File: config.mk
export PLATFORM = sky130hd
export DESIGN_NAME = grjs_scale
export DESIGN_NICKNAME = d
export VERILOG_FILES = /design/src/rtl/core/gamepad_report_to_joystick_state_defines.svh /design/src/rtl/core/grjs_pkg.sv /design/src/rtl/core/grjs_scale.sv
export SDC_FILE = /design/constraint.sdc
export NUM_CORES = 2
export LEC_CHECK = 0
export BUFFER_PORTS_ARGS = -buffer_cell sky130_fd_sc_hd__buf_2
export CORE_AREA = 2 2 270 206
export CTS_BUF_LIST = sky130_fd_sc_hd__clkbuf_16
export DETAILED_ROUTE_END_ITERATION = 10
export DIE_AREA = 0 0 272 208
export PLACE_DENSITY = 0.71
export SYNTH_ARGS = -nofsm -noshare
export SYNTH_HDL_FRONTEND = slang
export SYNTH_SLANG_ARGS = --single-unit
File: constraint.sdc
create_clock -name clk -period 22.5 [get_ports clk]
set_input_delay 4.5 -clock clk [delete_from_list [all_inputs] [get_ports clk]]
set_output_delay 4.5 -clock clk [all_outputs]
set_load 0.02 [all_outputs]
File: src/rtl/core/gamepad_report_to_joystick_state_defines.svh
// Assertion macros for the gamepad report translator.
// Included by the top level; expects clk and rst_n in scope.
`ifndef GAMEPAD_REPORT_TO_JOYSTICK_STATE_DEFINES_SVH
`define GAMEPAD_REPORT_TO_JOYSTICK_STATE_DEFINES_SVH

// checked only outside reset
`define GRJS_ASSERT(lbl, prop, msg) \
  lbl: assert property (@(posedge clk) disable iff (!rst_n) prop) else $error(msg);

// checked at every edge, reset included
`define GRJS_ASSERT_ALWAYS(lbl, prop, msg) \
  lbl: assert property (@(posedge clk) prop) else $error(msg);

`endif

File: src/rtl/core/grjs_pkg.sv
// Shared types, constants and the d-pad decode for the gamepad report translator.
// No dependencies.
package grjs_pkg;

  localparam int AXIS_MAG_W  = 16;  // |stick| up to 32768
  localparam int AXIS_SHIFT  = 15;  // divide by 2^15 or 2^15-1
  localparam int TRIG_MAG_W  = 8;
  localparam int TRIG_SHIFT  = 8;   // divide by 2^8-1

  localparam logic [7:0] TRIG_PRESS = 8'hC0;

  // configuration register indexes
  localparam logic [1:0] REG_AXIS_MIN = 2'd0;
  localparam logic [1:0] REG_AXIS_MAX = 2'd1;
  localparam logic [1:0] REG_FORMAT   = 2'd2;

  // format codes
  localparam logic [1:0] FMT_NONE     = 2'd0;
  localparam logic [1:0] FMT_BASIC    = 2'd1;
  localparam logic [1:0] FMT_EXTENDED = 2'd2;

  // d-pad codes, bit0 up, bit1 down, bit2 left, bit3 right
  localparam logic [3:0] DPAD_UP         = 4'b0001;
  localparam logic [3:0] DPAD_UP_RIGHT   = 4'b1001;
  localparam logic [3:0] DPAD_RIGHT      = 4'b1000;
  localparam logic [3:0] DPAD_RIGHT_DOWN = 4'b1010;
  localparam logic [3:0] DPAD_DOWN       = 4'b0010;
  localparam logic [3:0] DPAD_DOWN_LEFT  = 4'b0110;
  localparam logic [3:0] DPAD_LEFT       = 4'b0100;
  localparam logic [3:0] DPAD_LEFT_UP    = 4'b0101;

  localparam logic signed [15:0] HAT_CENTER = -16'sd1;

  typedef struct packed {
    logic [31:0]           coef_abs;
    logic                  neg;
    logic [AXIS_MAG_W-1:0] mag;
    logic                  pow2;     // divide by 2^15 exactly
  } axis_op_t;

  typedef struct packed {
    logic [31:0]           coef_abs;
    logic                  neg;
    logic [TRIG_MAG_W-1:0] mag;
  } trig_op_t;

  typedef struct packed {
    logic                 ok;
    logic signed [15:0]   hat;
    logic [11:0]          mask;
  } meta_t;

  typedef struct packed {
    logic s1;
    logic s2;
    logic s3;
    logic s4;
  } stage_en_t;

  function automatic logic signed [15:0] hat_of(input logic [3:0] dpad);
    logic signed [15:0] h;
    unique case (dpad)
      DPAD_UP:         h = 16'sd0;
      DPAD_UP_RIGHT:   h = 16'sd4500;
      DPAD_RIGHT:      h = 16'sd9000;
      DPAD_RIGHT_DOWN: h = 16'sd13500;
      DPAD_DOWN:       h = 16'sd18000;
      DPAD_DOWN_LEFT:  h = 16'sd22500;
      DPAD_LEFT:       h = 16'sd27000;
      DPAD_LEFT_UP:    h = 16'sd31500;
      default:         h = HAT_CENTER;
    endcase
    return h;
  endfunction

endpackage

File: src/rtl/core/grjs_scale.sv
// Stages 2-4 of one scaling lane: |coef|*mag, divide by 2^SHIFT or 2^SHIFT-1
// (series of shifts plus one correction), then sign. Depends on grjs_pkg.
module grjs_scale import grjs_pkg::*; #(
  parameter int MAG_W = AXIS_MAG_W,
  parameter int SHIFT = AXIS_SHIFT
) (
  input  logic               clk,
  input  stage_en_t          en,
  input  logic [31:0]        coef_abs,
  input  logic               neg,
  input  logic [MAG_W-1:0]   mag,
  input  logic               pow2,
  output logic signed [31:0] result
);

  localparam int PROD_W = 32 + MAG_W;
  localparam int SUM_W  = PROD_W + 1;
  localparam int Q_W    = PROD_W - SHIFT + 1;
  localparam int R_W    = PROD_W + 1;
  localparam int NTERMS = PROD_W / SHIFT + 1;
  localparam logic [R_W-1:0] DIV = R_W'((1 << SHIFT) - 1);

  // stage 2
  logic [PROD_W-1:0] prod_r;
  logic              neg2_r, pow2_2_r;
  // stage 3
  logic [Q_W-1:0]    q0_r, q0_nxt;
  logic [PROD_W-1:0] x3_r;
  logic              neg3_r, pow2_3_r;
  logic [SUM_W-1:0]  sum;
  // stage 4
  logic [R_W-1:0]    qd, rem;
  logic [Q_W-1:0]    q;
  logic [31:0]       mag32;
  logic signed [31:0] result_nxt;

  always_ff @(posedge clk) begin
    if (en.s2) begin
      prod_r   <= PROD_W'(coef_abs) * PROD_W'(mag);
      neg2_r   <= neg;
      pow2_2_r <= pow2;
    end
  end

  // x/(2^S-1) ~ (x + x>>S + x>>2S + ...) >> S, low by at most one
  always_comb begin
    sum = '0;
    for (int k = 0; k < NTERMS; k++) begin
      sum = sum + SUM_W'(prod_r >> (k * SHIFT));
    end
    q0_nxt = pow2_2_r ? Q_W'(prod_r >> SHIFT) : Q_W'(sum >> SHIFT);
  end

  always_ff @(posedge clk) begin
    if (en.s3) begin
      q0_r     <= q0_nxt;
      x3_r     <= prod_r;
      neg3_r   <= neg2_r;
      pow2_3_r <= pow2_2_r;
    end
  end

  always_comb begin
    qd         = (R_W'(q0_r) << SHIFT) - R_W'(q0_r);
    rem        = R_W'(x3_r) - qd;
    q          = q0_r + Q_W'(!pow2_3_r && (rem >= DIV));
    mag32      = 32'(q);
    result_nxt = neg3_r ? -$signed(mag32) : $signed(mag32);
  end

  always_ff @(posedge clk) begin
    if (en.s4) begin
      result <= result_nxt;
    end
  end

endmodule

== After elaboration in Yosys (flattened, before gate mapping) ==
Index checks and enable logic that the tools add are counted.
W data, S select, Z words.
Storage, ports and cells
  register bits after elaboration: 166
  output and inout bits: 32
  input port bits: 55
Cells by class
  multiplexer cells: 2
  reduce and logical (&&, ||, !) cells: 2
  magnitude comparators: 1
  $add $sub $neg: 7
  $mul: 1
Operators by type and width (count)
  $add A48 B33 Y49: 1
  $add A49 B18 Y49: 1
  $add A49 B3 Y49: 1
  $ge A49 B15 Y1 const B: 1
  $sub A48 B49 Y49: 1
  $sub A49 B34 Y49: 1
  $mul A32 B16 Y48: 1
  $mux W33: 1
  $add A32 B1 Y32: 1
  $mux W32: 1
  $neg A32 Y32: 1
  $logic_and A1 B1 Y1: 1
  $logic_not A1 Y1: 1

== Depth between registers and ports, before layout ==
  depth after elaboration: 7
  depth in mapped cells: 28

== Worst setup path after synthesis ==
No wires, ideal clock.
  path type: in2reg
  start point: input coef_abs[12]
  end point: register prod_r[46], data pin
  cell stages on the path: 24
  setup slack: 11787 ps
  required time: 22242 ps
  data arrival time: 10456 ps
  path through: clkbuf_1 > nand2_1 > fa_1 > inv_1 > fa_1 > inv_1 > fa_1 > inv_1 > fa_1 > inv_1 > fa_1 > inv_1 > fa_1 > ha_1 > a21oi_1 > o21ai_0 > a221oi_1 > a21boi_0 > o31ai_1 > o211ai_1 > a41oi_1 > o31ai_1 > a21oi_1 > xnor2_1
On the way
  cells in the longest elaborated chain, start to end: 1
RTL lines
  start: declaration: RTL line grjs_scale.sv:9  | input logic [31:0] coef_abs,
  $mul A32 B16 Y48: RTL line grjs_scale.sv:39  | prod_r <= PROD_W'(coef_abs) * PROD_W'(mag);
  end signal: assignment: RTL line grjs_scale.sv:39
  end: declaration: RTL line grjs_scale.sv:24  | logic [PROD_W-1:0] prod_r;
Every way passes these cells.
A chain may end at the register's enable or synchronous reset.

== Worst setup path in the final report ==
  start point: input mag[1]
  end point: register prod_r[46], data pin
On the way
  cells in the longest elaborated chain, start to end: 1
RTL lines
  start: declaration: RTL line grjs_scale.sv:11  | input logic [MAG_W-1:0] mag,
  $mul A32 B16 Y48: RTL line grjs_scale.sv:39
Every way passes these cells.

==> reports/qor.txt <==
Routed len/inst = 20.3 um
Crit share post-route = 0.522
Crit path kind = in2reg
DR vias/cell = 5.91
Post-Synthesis Cells = 3,184
Largest family of logic cells by synthesized area = adder cells
Final setup fails = 0
Num CTS Buffers = 17
Fin Clk Skew = 0.0138 ns
RSZ-0062 raised after global routing = false
Setup TNS = 0 ns
Commonest non-fill, non-tap cells in the layout = inv_1, nand2_1, fa_1, ha_1, edfxtp_1
Worst Max-Slew Pin Slew = 1.24 ns
Die Area = 56,600 sq um
Slew margin rel. = 0.172
Most common cell after layout, fill and taps aside = inv_1
EDFF count, synth = 166
Data required, critical path = 22.71 ns
Buffers on Ports = 85
Arr. time, crit path = 11.95 ns
Crit path time final = 11.75 ns
NumNets Final = 3,953
Post-Route WL = 79,200 um
Metal3 WL = 7940 um
Worst path slowest cell = o31ai_1
GR Overflow Total = 0
Average cell area after synthesis = 9.22 sq um
Post-Syn Area = 29,400 sq um
Post-CTS Setup Inserts = 0
Post-Syn Nets = 3,974
Core Area = 53,800 sq um
GRT Total Usage = 0.285
Met2 routed wirelength = 36,200 um
Crit start category = input port
Max incr delay on CP = 0.72 ns
Synth top area cells = fa_1, edfxtp_1, ha_1, inv_1, nand2_1
CTS Sinks = 166
First-pass GRT wire length = 126,000 um
Starting density of the core = 0.546
Detailed Place HPWL = 61,600 um
CTS tree = built
Diodes inserted = 0
Area grow syn2layout = 4.98%
Gpl congestion = 0.916
Crit. End Element = flip-flop
Multiplexer area fraction after synthesis = 0.00350
DR iter-0 viols = 2,334
Asr flop ratio synth = 0
Share of layout cells above drive strength 1 = 0.0479
Adder-cell share of the synthesized area = 0.430
Critical-path cell list = buf_2 -> nand2_1 -> fa_1 -> inv_1 -> fa_1 -> inv_1 -> fa_1 -> inv_1 -> fa_1 -> inv_1 -> fa_1 -> inv_1 -> fa_1 -> ha_1 -> a21oi_1 -> o21ai_0 -> a221oi_1 -> a21boi_0 -> o31ai_1 -> o211ai_1 -> a41oi_1 -> o31ai_1 -> a21oi_1 -> xnor2_1
Vias in the first global route = 23,500
Fmax = 85.1 MHz
Clk slew on worst S/H paths = 0.08 ns
Simple-gate share of the synthesized area = 0.161
Antenna violations before repair = 0
Drt drc = 0
Top sig layer = met4
Synthesis-stage register bit count = 166
Clk buf depth = 2
Post-synthesis sequential area ratio = 0.170
Post-CTS Hold Buffers = 0
1st-pass router iterations = 6
Chip height = 208 um
Die Wd = 272 um
Rows = 74
Crit-path most repeated cell = fa_1
H-tree depth = 4
Antenna Violating Nets Remaining = 0
Top_reg_cell synth = edfxtp_1
Largest net degree at the start of global routing = 71
Compound-cell area share of the yosys netlist = 0.105
Synth top area share = 0.312
Synth area leader = fa_1
IO Count = 87
Met1 WL = 33,400 um
Vias = 23,000
Outcome = completed
Final Max Slew Viols = 0
Skew-Pair Late Insertion Delay = 0.45 ns
Yosys warns = 0
PostCTS Resize Cnt = 0
Yosys cell types = 83
Worst-path fanout max = 32
MaxCap Viol Count = 0
Root Driver = clkbuf_16
Min-delay worst type = reg2reg
Hold Vio Cnt, Final = 0
Area share of xor/xnor cells in the synthesized design = 0.0433
[Yosys cell counts (39+ instances only)]
cell type and n:
clkbuf_1 121, a21o_1 61, and2_1 158, inv_1 542
xnor2_1 111, nand3_1 53, nor2_1 67, edfxtp_1 166
a21oi_1 122, nand2_1 503, ha_1 278, nor3_1 39
fa_1 457, o21ai_0 82
[cell families (layout without fill, tap and decap cells)]
group / count (synthesis) / count (layout)
adder cells (fa/ha/maj): 735 / 735
flip-flops: 166 / 166
buffers and inverters: 676 / 668
AND/OR/NAND/NOR: 985 / 985
AO/OA/AOI/OAI: 467 / 467
multiplexers: 10 / 10
XOR/XNOR: 145 / 145
[metal layers]
layer	up-vias	global-route usage
li1	10300	-
met1	11600	0.407
met2	990	0.437
met3	145	0.0690
met4	0	0.0729
met5	-	0
[layout make-up]
| type | instances | area (sq um) |
|---|---|---|
| clock inverter | 15 | 158 |
| inverter | 542 | 2030 |
| clock buffer | 17 | 425 |
| fill | 4703 | 23000 |
| tap | 722 | 903 |
| multi-input combinational | 2342 | 21800 |
| timing repair buffer | 94 | 495 |
| sequential | 166 | 4980 |
[final timing paths]
kind / startpoint / endpoint / slack [ns] / cells after the start
max: mag[1] / prod_r[46] / 10.75 / 24
min: neg2_r / neg3_r / 0.44 / 0
max reg2reg: q0_r[7] / result[28] / 13.77 / 25
min reg2reg: neg2_r / neg3_r / 0.44 / 0
[flip-flops by register name, indices dropped and copies added (netlist names)]
register	cells
neg2_r	1
neg3_r	1
pow2_2_r	1
pow2_3_r	1
prod_r	48
q0_r	34
result	32
x3_r	48
[worst max-delay path, delay by kind of cell]
kind	cells	cell delay [ns]
AND/OR/NAND/NOR	1	0.18
buffers and inverters	6	0.91
XOR/XNOR	1	0.08
AO/OA/AOI/OAI	9	2.81
adder cells (fa/ha/maj)	7	3.45
[metrics by stage]
stage | instance area (sq um) | hold WS (ns) | setup slack (ns) | utilization | instances
2_1_floorplan | 29400 | 0.400 | 11.79 | - | 3184
5_1_grt | 30800 | 0.472 | 10.35 | 0.573 | 3898
6_report | 30800 | 0.440 | 10.75 | 0.573 | 3898
3_3_place_gp | 30200 | 0.405 | 10.44 | 0.562 | 3866
3_5_place_dp | 30200 | 0.413 | 10.37 | 0.562 | 3866
4_1_cts | 30800 | 0.447 | 10.83 | 0.573 | 3898
Power is not shown: default switching activity piles up to over one toggle a cycle in this logic, so the estimate is an artifact.
